**src/design/ppc_pkg.sv**
```systemverilog
// Package: widths, constants and types for the packet pacing credit clock.
package ppc_pkg;

	localparam int TIME_W  = 64;
	localparam int BYTES_W = 16;
	localparam int RATE_W  = 36;
	localparam int MINW_W  = 16;
	localparam int NUM_W   = 40;
	localparam int CNT_W   = $clog2(NUM_W);
	localparam int OUT_W   = 64;
	localparam int IN_W    = 80;

	localparam logic [NUM_W-1:0]  CHARGE_SCALE   = NUM_W'(8 * 1000000);
	localparam logic [MINW_W-1:0] MIN_WAIT_RESET = MINW_W'(500);

	typedef enum logic {
		REG_RATE     = 1'b0,
		REG_MIN_WAIT = 1'b1
	} cfg_reg_t;

	typedef struct packed {
		logic start;
		logic done;
	} div_ctrl_t;

endpackage

```
**src/design/ppc_div.sv**
```systemverilog
// Iterative radix-2 restoring divider, one quotient bit per cycle.
module ppc_div (
	input  logic                       clk,
	input  logic                       arst_n,
	input  logic                       start,
	input  logic [ppc_pkg::NUM_W-1:0]  num,
	input  logic [ppc_pkg::RATE_W-1:0] den,
	output ppc_pkg::div_ctrl_t         ctrl,
	output logic [ppc_pkg::NUM_W-1:0]  quo
);
	import ppc_pkg::*;

	logic              busy_q;
	logic              done_q;
	logic [CNT_W-1:0]  cnt_q;
	logic [RATE_W-1:0] rem_q;
	logic [NUM_W-1:0]  quo_q;
	logic [RATE_W:0]   rem_sh;
	logic [RATE_W+1:0] diff;
	logic              fits;

	assign rem_sh = {rem_q, quo_q[NUM_W-1]};
	assign diff   = {1'b0, rem_sh} - {2'b00, den};
	assign fits   = ~diff[RATE_W+1];

	always_ff @(posedge clk or negedge arst_n) begin
		if (!arst_n) begin
			busy_q <= 1'b0;
			done_q <= 1'b0;
			cnt_q  <= '0;
		end else if (start) begin
			busy_q <= 1'b1;
			done_q <= 1'b0;
			cnt_q  <= CNT_W'(NUM_W - 1);
		end else begin
			done_q <= busy_q && (cnt_q == '0);
			if (busy_q) begin
				cnt_q <= cnt_q - 1'b1;
				if (cnt_q == '0) begin
					busy_q <= 1'b0;
				end
			end
		end
	end

	always_ff @(posedge clk) begin
		if (start) begin
			rem_q <= '0;
			quo_q <= num;
		end else if (busy_q) begin
			rem_q <= fits ? diff[RATE_W-1:0] : rem_sh[RATE_W-1:0];
			quo_q <= {quo_q[NUM_W-2:0], fits};
		end
	end

	assign ctrl.start = start;
	assign ctrl.done  = done_q;
	assign quo        = quo_q;

endmodule

```
**src/design/packet_pacing_credit_clock.sv**
```systemverilog
// Top level: packet pacer on one virtual send time with an iterative charge divider.
//
//   channel   direction  handshake          payload
//   s_*       in         s_tvalid/s_tready  tdata: packet_bytes, now_us
//   m_*       out        m_tvalid/m_tready  tdata: wait_us; tuser: hold
//   cfg_*     in         cfg_we             cfg_index, cfg_data
//
// A paced packet passes from acceptance to result through one multiply, one
// compare/subtract, 40 divider steps (one per quotient bit) and one add.
// With pacing off or an empty packet the result is registered at acceptance.
// Reset clears the send time and loads rate 0, minimum wait 500.
// The input is taken only when no packet is in work and the result register is
// free or being drained in the same cycle.
module packet_pacing_credit_clock (
	input  logic                         clk,
	input  logic                         arst_n,
	input  logic                         s_tvalid,
	output logic                         s_tready,
	input  logic [ppc_pkg::IN_W-1:0]     s_tdata,   // packet_bytes[15:0], now_us[79:16]
	output logic                         m_tvalid,
	input  logic                         m_tready,
	output logic [ppc_pkg::OUT_W-1:0]    m_tdata,   // wait_us[63:0]
	output logic                         m_tuser,   // hold[0]
	input  logic                         cfg_we,
	input  ppc_pkg::cfg_reg_t            cfg_index,
	input  logic [ppc_pkg::RATE_W-1:0]   cfg_data
);
	import ppc_pkg::*;

	typedef enum logic [3:0] {
		ST_IDLE = 4'b0001,
		ST_MUL  = 4'b0010,
		ST_WAIT = 4'b0100,
		ST_DIV  = 4'b1000
	} state_t;

	state_t            state_q;
	logic [RATE_W-1:0] rate_q;
	logic [MINW_W-1:0] min_wait_q;
	logic [TIME_W-1:0] next_q;
	logic [TIME_W-1:0] base_q;
	logic [TIME_W-1:0] now_q;
	logic [BYTES_W-1:0] bytes_q;
	logic [NUM_W-1:0]  prod_q;
	logic [TIME_W-1:0] wait_q;
	logic              hold_q;
	logic              m_tvalid_q;
	logic [OUT_W-1:0]  m_tdata_q;
	logic              m_tuser_q;

	logic [BYTES_W-1:0] in_bytes;
	logic [TIME_W-1:0]  in_now;
	logic               accept;
	logic               bypass;
	logic               out_load;
	logic [TIME_W-1:0]  wait_d;
	logic               div_start;
	div_ctrl_t          div_ctrl;
	logic [NUM_W-1:0]   div_quo;

	assign in_bytes = s_tdata[BYTES_W-1:0];
	assign in_now   = s_tdata[BYTES_W +: TIME_W];
	assign s_tready = (state_q == ST_IDLE) && (!m_tvalid_q || m_tready);
	assign accept   = s_tvalid && s_tready;
	assign bypass   = (rate_q == '0) || (in_bytes == '0);
	assign out_load = (accept && bypass) || ((state_q == ST_DIV) && div_ctrl.done);
	assign wait_d   = base_q - now_q;
	assign div_start = (state_q == ST_WAIT);

	ppc_div u_div (
		.clk    (clk),
		.arst_n (arst_n),
		.start  (div_start),
		.num    (prod_q),
		.den    (rate_q),
		.ctrl   (div_ctrl),
		.quo    (div_quo)
	);

	always_ff @(posedge clk or negedge arst_n) begin
		if (!arst_n) begin
			rate_q     <= '0;
			min_wait_q <= MIN_WAIT_RESET;
		end else if (cfg_we) begin
			unique case (cfg_index)
				REG_RATE:     rate_q     <= cfg_data;
				REG_MIN_WAIT: min_wait_q <= cfg_data[MINW_W-1:0];
				default:      ;
			endcase
		end
	end

	always_ff @(posedge clk or negedge arst_n) begin
		if (!arst_n) begin
			state_q    <= ST_IDLE;
			next_q     <= '0;
			m_tvalid_q <= 1'b0;
		end else begin
			if (out_load) begin
				m_tvalid_q <= 1'b1;
			end else if (m_tready) begin
				m_tvalid_q <= 1'b0;
			end
			unique case (state_q)
				ST_IDLE: begin
					if (accept && !bypass) begin
						state_q <= ST_MUL;
					end
				end
				ST_MUL:  state_q <= ST_WAIT;
				ST_WAIT: state_q <= ST_DIV;
				ST_DIV: begin
					if (div_ctrl.done) begin
						next_q  <= base_q + TIME_W'(div_quo);
						state_q <= ST_IDLE;
					end
				end
				default: state_q <= ST_IDLE;
			endcase
		end
	end

	always_ff @(posedge clk) begin
		if (accept) begin
			bytes_q <= in_bytes;
			now_q   <= in_now;
			if (bypass) begin
				m_tdata_q <= '0;
				m_tuser_q <= 1'b0;
			end
		end
		if (state_q == ST_MUL) begin
			prod_q <= NUM_W'(bytes_q) * CHARGE_SCALE;
			base_q <= (next_q < now_q) ? now_q : next_q;
		end
		if (state_q == ST_WAIT) begin
			wait_q <= wait_d;
			hold_q <= (wait_d >= TIME_W'(min_wait_q));
		end
		if ((state_q == ST_DIV) && div_ctrl.done) begin
			m_tdata_q <= hold_q ? OUT_W'(wait_q) : '0;
			m_tuser_q <= hold_q;
		end
	end

	assign m_tvalid = m_tvalid_q;
	assign m_tdata  = m_tdata_q;
	assign m_tuser  = m_tuser_q;

endmodule

```
**config.mk**
```make
export PLATFORM = sky130hd
export DESIGN_NAME = packet_pacing_credit_clock
export DESIGN_NICKNAME = d
export VERILOG_FILES = /design/src/design/ppc_pkg.sv /design/src/design/ppc_div.sv /design/src/design/packet_pacing_credit_clock.sv
export SDC_FILE = /design/constraint.sdc
export NUM_CORES = 1
export LEC_CHECK = 0
export ABC_AREA = 1
export BUFFER_PORTS_ARGS = -buffer_cell sky130_fd_sc_hd__buf_2
export CAP_MARGIN = 10
export CORE_ASPECT_RATIO = 1.2
export CORE_MARGIN = 4
export CORE_UTILIZATION = 50
export CTS_CLUSTER_SIZE = 28
export DETAILED_ROUTE_END_ITERATION = 8
export MAX_ROUTING_LAYER = met4
export PLACE_DENSITY = 0.71
export SETUP_SLACK_MARGIN = 0.1
export SYNTH_ARGS = -nofsm -noshare
export SYNTH_HDL_FRONTEND = slang
export SYNTH_SLANG_ARGS = --single-unit
```
**constraint.sdc**
```tcl
create_clock -name clk -period 8.9 [get_ports clk]
set_clock_uncertainty 0.2 [all_clocks]
set_input_delay 0.89 -clock clk [delete_from_list [all_inputs] [get_ports clk]]
set_output_delay 0.89 -clock clk [all_outputs]
set_load 0.05 [all_outputs]
```
==> results of run 1 <==
==> state kept, by name, summed over array words and instances (netlist names), 16 cells and up <==
name         cells
base_q          64
bytes_q         16
m_tdata         64
min_wait_q      16
next_q          64
now_q           64
prod_q          30
rate_q          36
u_div.quo       40
u_div.rem_q     36
wait_q          64
==> cell usage in the layout, fill, tap and decap left out, drive strengths merged, types with 43 or more instances in the layout <==
master  Yosys  final
clkbuf     41     72
xnor2      43     43
nand4      48     48
dfrtp     122    122
o21ai     184    184
nor2      408    408
nor3       52     52
xor2       69     69
inv       861    860
a21oi     248    248
nand3     221    221
fa         58     58
buf        29    206
nand2    1406   1406
ha        325    325
edfxtp    344    344
==> power groups by stage <==
| stage | sequential [mW] | combinational [mW] | clock [mW] |
|---|---|---|---|
| 2_1_floorplan | 3.72 | 7.69 | 0 |
| 3_3_place_gp | 3.85 | 9.90 | 0 |
| 3_5_place_dp | 3.85 | 10.0 | 0 |
| 4_1_cts | 3.81 | 10.1 | 2.32 |
| 5_1_grt | 3.86 | 11.7 | 2.41 |
| 6_report | 3.82 | 10.1 | 2.27 |
==> logic make-up after synthesis <==
kind of cell / count (synthesis) / share of synthesized area, %
fa+ha+maj: 383 / 14.4
flops: 509 / 39.3
compound gates: 546 / 8.40
simple gates: 2203 / 25.4
xor+xnor: 112 / 2.70
buf+inv: 932 / 9.74
==> routing by layer <==
metal | part of all wire (%) | wire length [um]
met5 | 0 | 0
met4 | 3.9 | 3990
met3 | 4.4 | 4480
met2 | 51 | 51800
met1 | 41 | 42100
==> stage by stage <==
step,cell area [sq um],cells
2_1_floorplan,36300,4685
4_1_cts,40100,5855
3_3_place_gp,38300,5756
5_1_grt,40100,5855
6_report,40100,5855
3_5_place_dp,38300,5756
==> critical path: stages (launching register included) <==
cell and delay (ns):
sky130_fd_sc_hd__edfxtp_1 0.50, sky130_fd_sc_hd__inv_1 0.16, sky130_fd_sc_hd__fa_1 0.54, sky130_fd_sc_hd__inv_1 0.05, sky130_fd_sc_hd__fa_1 0.51, sky130_fd_sc_hd__fa_1 0.57
sky130_fd_sc_hd__fa_1 0.42, sky130_fd_sc_hd__ha_1 0.29, sky130_fd_sc_hd__inv_1 0.05, sky130_fd_sc_hd__fa_1 0.49, sky130_fd_sc_hd__inv_1 0.04, sky130_fd_sc_hd__ha_1 0.36
sky130_fd_sc_hd__a21oi_1 0.31, sky130_fd_sc_hd__inv_1 0.07, sky130_fd_sc_hd__a31oi_1 0.21, sky130_fd_sc_hd__o21bai_1 0.12, sky130_fd_sc_hd__a21oi_1 0.23, sky130_fd_sc_hd__o21bai_1 0.13
sky130_fd_sc_hd__a21oi_1 0.16, sky130_fd_sc_hd__xnor2_1 0.08
==> synthesized netlist by cell type, types with 4 or more instances <==
library cell,count,area share (%)
sky130_fd_sc_hd__dfstp_2,7,0.51
sky130_fd_sc_hd__dfrtp_1,122,8.4
sky130_fd_sc_hd__o21a_1,9,0.19
sky130_fd_sc_hd__o211ai_1,32,0.66
sky130_fd_sc_hd__nand4_1,48,0.83
sky130_fd_sc_hd__dfxtp_1,36,2.0
sky130_fd_sc_hd__o31ai_1,6,0.12
sky130_fd_sc_hd__o21bai_1,19,0.39
sky130_fd_sc_hd__edfxtp_1,344,28
sky130_fd_sc_hd__o221ai_1,5,0.12
sky130_fd_sc_hd__buf_1,7,0.072
sky130_fd_sc_hd__xor2_1,69,1.7
sky130_fd_sc_hd__o21ai_1,23,0.32
sky130_fd_sc_hd__nor4_2,4,0.14
sky130_fd_sc_hd__and3_1,10,0.17
sky130_fd_sc_hd__nand3b_1,14,0.29
sky130_fd_sc_hd__a31oi_1,10,0.17
sky130_fd_sc_hd__nand3_1,207,2.9
sky130_fd_sc_hd__clkbuf_1,41,0.42
sky130_fd_sc_hd__ha_1,325,11
sky130_fd_sc_hd__inv_2,9,0.093
sky130_fd_sc_hd__nor2_2,28,0.48
sky130_fd_sc_hd__nand3_2,14,0.39
sky130_fd_sc_hd__or2_1,4,0.069
sky130_fd_sc_hd__nor3_2,4,0.11
sky130_fd_sc_hd__or2_2,8,0.14
sky130_fd_sc_hd__nor4_1,20,0.34
sky130_fd_sc_hd__a211oi_1,5,0.10
sky130_fd_sc_hd__xnor2_1,43,1.0
sky130_fd_sc_hd__a21oi_1,246,3.4
sky130_fd_sc_hd__fa_1,58,3.2
sky130_fd_sc_hd__nor2_1,377,3.9
sky130_fd_sc_hd__buf_2,19,0.26
sky130_fd_sc_hd__a21o_1,11,0.23
sky130_fd_sc_hd__nand2_1,1371,14
sky130_fd_sc_hd__a21boi_0,4,0.083
sky130_fd_sc_hd__nand2_2,34,0.59
sky130_fd_sc_hd__o21ai_0,159,2.2
sky130_fd_sc_hd__inv_1,852,8.8
sky130_fd_sc_hd__nor3_1,47,0.65
sky130_fd_sc_hd__and2_1,6,0.10
==> final cells by class <==
cell class	instances	area share, %
clock inverter	27	0.746
inverter	862	8.09
multi-input combinational	3244	46.2
clock buffer	72	3.70
timing repair buffer	206	2.70
tap	935	2.92
sequential	509	35.6
==> path summary, 6_finish.rpt <==
kind                                              start                           end  slack [ns]  depth (start not counted)
min in group clk                            s_tdata[25]            now_q[9]$_DFFE_PP_        0.22                          1
max in group asynchronous                        arst_n        next_q[57]$_DFFE_PN0P_        7.10                          2
setup / recovery                   bytes_q[2]$_DFFE_PP_          prod_q[35]$_DFFE_PN_        3.12                         19
setup reg to reg                   bytes_q[2]$_DFFE_PP_          prod_q[35]$_DFFE_PN_        3.12                         19
hold / removal                                   arst_n        rate_q[19]$_DFFE_PN0P_        0.11                          1
hold reg to reg            u_div.rem_q[28]$_SDFFE_PP0P_  u_div.rem_q[28]$_SDFFE_PP0P_        0.27                          2
==> flow_summary_export.csv, run 1 <==
group,metric,value,unit
clocking,cts-htree-levels,2,
power_and_ir_drop,cellLeakagePower,20.1,nW
power_and_ir_drop,design_power_total,16.2,mW
worst_setup_path,end_kind,"flip-flop",
route,vias,30512,
yosys,synth_top_flop_cell,"sky130_fd_sc_hd__edfxtp_1",
global_route,grtUsageMet3,2.89,%
die,core,72200,sq um
route,drtIter0Drc,1940,
clocking,cts_max_path_buffers,3,
global_route,grtUsageTotal,27.4,%
timing,finalCritPeriodShare,65.0,%
yosys,synth_cell_type_count,60,
clocking,postCtsSetupBuffers,0,
yosys,netlist_instances,4685,
yosys,synth_area_per_cell,7.75,sq um
power_and_ir_drop,seqPwrFrac,23.5,%
die,dieHeight,303,um
power_and_ir_drop,power.share.clock,14.0,%
route,drc,0,
worst_setup_path,critical_path_class,"reg -> reg",
finish,num_antenna_cells,0,
clocking,post_cts_hold_buffer_count,0,
finish,layout.area.seq,14300,sq um
power_and_ir_drop,power.combinational.fraction,62.5,%
timing,tns,0,ns
global_route,gr-max-usage-layer,"met2",
power_and_ir_drop,p_int,8.43,mW
die,initial_core_util,50.3,%
run_status,outcome,"completed",
global_route,pin_count_of_the_biggest_net_entering_global_routing,88,
global_route,grtUsageMet1,32.7,%
route,detailed_route_wire_length,102000,um
clocking,clock_tree_from_tritoncts,"done",
die,ioPinCount,189,
yosys,synth-warning-count,0,
timing,holdWs,0.111,ns
worst_setup_path,cp_required,9.07,ns
clocking,worst_skew_pair.late_latency,0.65,ns
clocking,ctsResizeCount,0,
timing,max_clock_freq,173,MHz
timing,worstMarginPinSlew,1.10,ns
run,drv_cap,0,
global_route,grt.met2_usage,48.5,%
placed_design,portBuffers,188,
finish,count_of_filler_cells_inserted_in_the_layout,6943,
power_and_ir_drop,pwr_density_cell,405,nW/um^2
yosys,synth_sequential_area_ratio,39.3,%
yosys,synth-edff-count,344,
route,viasPerCell,5.21,
global_route,grt_pass1_vias,30100,
global_route,grt_first_pass_wirelength,162000,um
route,detail_route.wl_per_cell,17.5,um
clocking,cts.sink_count,509,
timing,setup_ws,3.12,ns
finish,finalCoreUtilization,55.5,%
die,core.rowCount,108,
finish,drive_above_1_share,8.50,%
timing,rsz0062_at_grt,"no",
min_path,timing.hold.worst.class,"in -> async",
route,final_antenna_net_count,0,
power_and_ir_drop,swShare,48.0,%
die,horizontal_die_dimension,254,um
finish,multi_input_area,18500,sq um
finish,layout-area-overhead-vs-synth,10.4,%
worst_setup_path,startpoint_type,"flip-flop",
timing,final-setup-viol-count,0,
clocking,clkTransAtPathRegs,0.06,ns
finish,finalNetCount,5382,
yosys,post_synth_instance_area,36300,sq um
placed_design,gpl.final_weighted_congestion,1.00,
worst_setup_path,crit_path_max_fanout,6,
timing,timing.max_slew.rel_slack,26.9,%
clocking,cts_buffers,54,
power_and_ir_drop,psw,7.78,mW
route,drtPass1Iterations,6,
timing,finalWorstPathRequiredPeriod,5.78,ns
worst_setup_path,cp_data_arrival_time,5.95,ns
die,overall_die_area,77000,sq um
clocking,clock-root-buffer,"sky130_fd_sc_hd__clkbuf_16",
placed_design,dp.final_hpwl,83200,um
power_and_ir_drop,ir_drop,0.609,mV
timing,number_of_pins_exceeding_their_max_slew_limit_in_the_final_report,0,
yosys,async_reset_ff_share,25.3,%
global_route,antenna_violations_before_repair,0,
placed_design,post-place-ws,3.16,ns
timing,hold_viol,0,
yosys,synth_seq_cells,509,
yosys,syn_nets,5190,
global_route,globalRouteOverflowTotal,0,
(Power assumes the default switching activity.)
==> run 2: changes to the inputs <==
clock period = 5.9 ns   (was 8.9 ns; I/O delays follow)
==> run 2 against run 1 <==
Effect of this change:
- worst hold slack got worse by 0.091 ns
- largest power group unchanged
- final cell count grew 1.7%
- first-iteration DRC count fell by 8.7%
- routed wire length grew 2.9%
- sequential power rose by 50%
- largest cell class unchanged
- global-route usage grew 0.63 points
- core utilization is 1.4 points higher
- fmax increased by 4.7%
- power increased by 53%
- count of clock-buffer cells in the layout decreased by 3
- critical path depth unchanged
==> flow_summary_export.csv, run 2 (synthesis gave the netlist of run 1 again) <==
group,metric,value,unit
die,ioPinCount,189,
power_and_ir_drop,swShare,48.0,%
global_route,grtUsageTotal,28.1,%
clocking,clkTransAtPathRegs,0.06,ns
route,drtPass1Iterations,7,
power_and_ir_drop,psw,11.9,mW
route,route.met2.wl,54700,um
placed_design,dp.final_hpwl,84900,um
finish,drive_above_1_share,8.66,%
route,maxUsedRoutingLayer,"met4",
global_route,antenna_violations_before_repair,0,
finish,finalNetCount,5483,
worst_setup_path,timing.critical_path.buf_inv,5,
finish,layout_common_cells,"sky130_fd_sc_hd__nand2_1, sky130_fd_sc_hd__inv_1, sky130_fd_sc_hd__nor2_1, sky130_fd_sc_hd__edfxtp_1, sky130_fd_sc_hd__ha_1",
power_and_ir_drop,pwr_density_cell,602,nW/um^2
power_and_ir_drop,ir_drop,0.758,mV
worst_setup_path,setup.worst_path.start,"bytes_q[2]$_DFFE_PP_",
power_and_ir_drop,seqPwrFrac,23.2,%
global_route,globalRouteOverflowTotal,0,
worst_setup_path,cp_data_arrival_time,5.70,ns
min_path,worst_hold_startpoint,"cfg_data[34]",
worst_setup_path,crit_path_top_delay_cell,"sky130_fd_sc_hd__fa_1",
worst_setup_path,critical_path_class,"reg -> reg",
timing,rsz0062_at_grt,"no",
worst_setup_path,regToRegStartpoint,"bytes_q[2]$_DFFE_PP_",
route,routedLengthMet1,42600,um
timing,tns,0,ns
clocking,cts_buffers,53,
clocking,cts.sink_count,509,
worst_setup_path,crit_path_max_fanout,5,
timing,worstMarginPinSlew,0.946,ns
finish,num_antenna_cells,0,
clocking,cts-htree-levels,2,
power_and_ir_drop,power.share.clock,14.2,%
power_and_ir_drop,power.combinational.fraction,62.6,%
min_path,timing.hold.worst.class,"in -> reg",
worst_setup_path,reg2regPathDepth,19,
worst_setup_path,cp.depth,19,
route,drtIter0Drc,1771,
clocking,cts_max_path_buffers,3,
run,drv_cap,0,
placed_design,gpl.final_weighted_congestion,0.984,
min_path,worst_hold_path.num_cells,3,
worst_setup_path,worst_path_largest_cell_delay,0.57,ns
placed_design,portBuffers,188,
route,drc,0,
timing,hold_viol,0,
route,vias,31022,
clocking,clock-root-buffer,"sky130_fd_sc_hd__clkbuf_16",
timing,final-setup-viol-count,0,
die,overall_die_area,77000,sq um
global_route,grt_pass1_vias,30567,
die,core.rowCount,108,
global_route,grt_first_pass_wirelength,165000,um
timing,max_clock_freq,181,MHz
route,route.met3.wl,4340,um
finish,layout-area-overhead-vs-synth,13.2,%
worst_setup_path,crit_path_cell_trace,"inv_1 > fa_1 > inv_1 > fa_1 > fa_1 > fa_1 > ha_1 > inv_1 > fa_1 > inv_1 > ha_1 > a21oi_2 > inv_1 > a31oi_1 > o21bai_1 > a21oi_1 > o21bai_1 > a21oi_1 > xnor2_1",
worst_setup_path,cp_required,6.08,ns
power_and_ir_drop,cellLeakagePower,20.5,nW
die,core,72200,sq um
power_and_ir_drop,design_power_total,24.8,mW
clocking,clock_tree_from_tritoncts,"done",
power_and_ir_drop,p_int,12.9,mW
die,initial_core_util,50.3,%
route,detail_route.wl_per_cell,17.7,um
finish,most_frequent_standard_cell_in_the_layout_excluding_fill_and_tap_cells,"sky130_fd_sc_hd__nand2_1",
worst_setup_path,startpoint_type,"flip-flop",
route,viasPerCell,5.21,
route,final_antenna_net_count,0,
die,horizontal_die_dimension,254,um
global_route,pin_count_of_the_biggest_net_entering_global_routing,74,
run_status,outcome,"completed",
timing,finalCritPeriodShare,93.6,%
timing,finalWorstPathRequiredPeriod,5.52,ns
die,dieHeight,303,um
worst_setup_path,end_kind,"flip-flop",
placed_design,post_dp_cell_area,38300,sq um
timing,timing.max_slew.rel_slack,36.9,%
clocking,worst_skew_pair.late_latency,0.63,ns
worst_setup_path,crit_family,"adder cells",
finish,layout.cell_area.non_filler,41100,sq um
route,detailed_route_wire_length,105000,um
timing,number_of_pins_exceeding_their_max_slew_limit_in_the_final_report,0,
-- run 2: cell count changes in the layout (fill, tap and decap cells not counted), moves of 2 or more --
cell,before,now
sky130_fd_sc_hd__clkbuf_8,4,2
sky130_fd_sc_hd__clkinv_1,10,3
sky130_fd_sc_hd__clkinvlp_4,2,5
sky130_fd_sc_hd__inv_16,0,2
sky130_fd_sc_hd__clkinv_16,2,0
sky130_fd_sc_hd__buf_4,18,27
sky130_fd_sc_hd__clkinv_2,8,10
sky130_fd_sc_hd__inv_4,1,3
sky130_fd_sc_hd__dlygate4sd3_1,0,92
sky130_fd_sc_hd__bufinv_16,4,7
-- run 2: worst paths after layout --
path	end	slack [ns]
max	prod_q[35]$_DFFE_PN_	0.38
min	rate_q[34]$_DFFE_PN0P_	0.02
max reg2reg	prod_q[35]$_DFFE_PN_	0.38
min reg2reg	u_div.rem_q[19]$_SDFFE_PP0P_	0.27
max in group asynchronous	next_q[56]$_DFFE_PN0P_	4.07
min in group asynchronous	rate_q[19]$_DFFE_PN0P_	0.34
-- run 2: power by group through the flow --
stage	sequential [mW]	clock, mW	combinational [mW]
floorplan	5.61	0	11.6
global placement	5.79	0	15.1
detailed placement	5.80	0	15.3
CTS	5.74	3.58	15.5
global route	5.81	3.73	17.7
finish	5.74	3.51	15.5
-- run 2: layout make-up --
class / count / area, sq um
multi-input combinational: 3244 / 18500
tap: 935 / 1170
clock inverter: 30 / 388
timing repair buffer: 308 / 2090
sequential: 509 / 14300
inverter: 862 / 3240
clock buffer: 69 / 1430
fill: 6772 / 31000
-- run 2: routing by layer --
metal,vias to the layer above,GRT usage (%)
met4,0,8.56
met2,716,51.3
li1,15627,-
met1,14506,32.8
met5,-,-
met3,173,2.59
-- run 2: worst reg2reg max path: stages, from the launching register on --
cell and delay, ns:
sky130_fd_sc_hd__edfxtp_1 0.42, sky130_fd_sc_hd__inv_1 0.13, sky130_fd_sc_hd__fa_1 0.54, sky130_fd_sc_hd__inv_1 0.05
sky130_fd_sc_hd__fa_1 0.50, sky130_fd_sc_hd__fa_1 0.57, sky130_fd_sc_hd__fa_1 0.43, sky130_fd_sc_hd__ha_1 0.29
sky130_fd_sc_hd__inv_1 0.05, sky130_fd_sc_hd__fa_1 0.49, sky130_fd_sc_hd__inv_1 0.04, sky130_fd_sc_hd__ha_1 0.36
sky130_fd_sc_hd__a21oi_2 0.22, sky130_fd_sc_hd__inv_1 0.06, sky130_fd_sc_hd__a31oi_1 0.17, sky130_fd_sc_hd__o21bai_1 0.11
sky130_fd_sc_hd__a21oi_1 0.22, sky130_fd_sc_hd__o21bai_1 0.16, sky130_fd_sc_hd__a21oi_1 0.19, sky130_fd_sc_hd__xnor2_1 0.08
-- run 2: repair_timing --
item / 4_1_cts / 5_1_grt
buffers inserted: 0 / 2
endpoints found under the setup margin: 0 / 2
gates resized for setup: 0 / 1
hold endpoints to repair: 160 / 0
hold buffers: 92 / 0
-- run 2: through the flow --
step | util, % | hold WS (ns) | setup WS (ns) | std cells
2_1_floorplan | - | 0.0944 | 0.391 | 4685
3_3_place_gp | 53.1 | 0.257 | 0.281 | 5763
3_5_place_dp | 53.1 | 0.262 | 0.220 | 5763
4_1_cts | 56.9 | 0.00109 | 0.211 | 5954
5_1_grt | 57.0 | 0.0195 | 0.0776 | 5957
6_report | 57.0 | 0.0193 | 0.377 | 5957
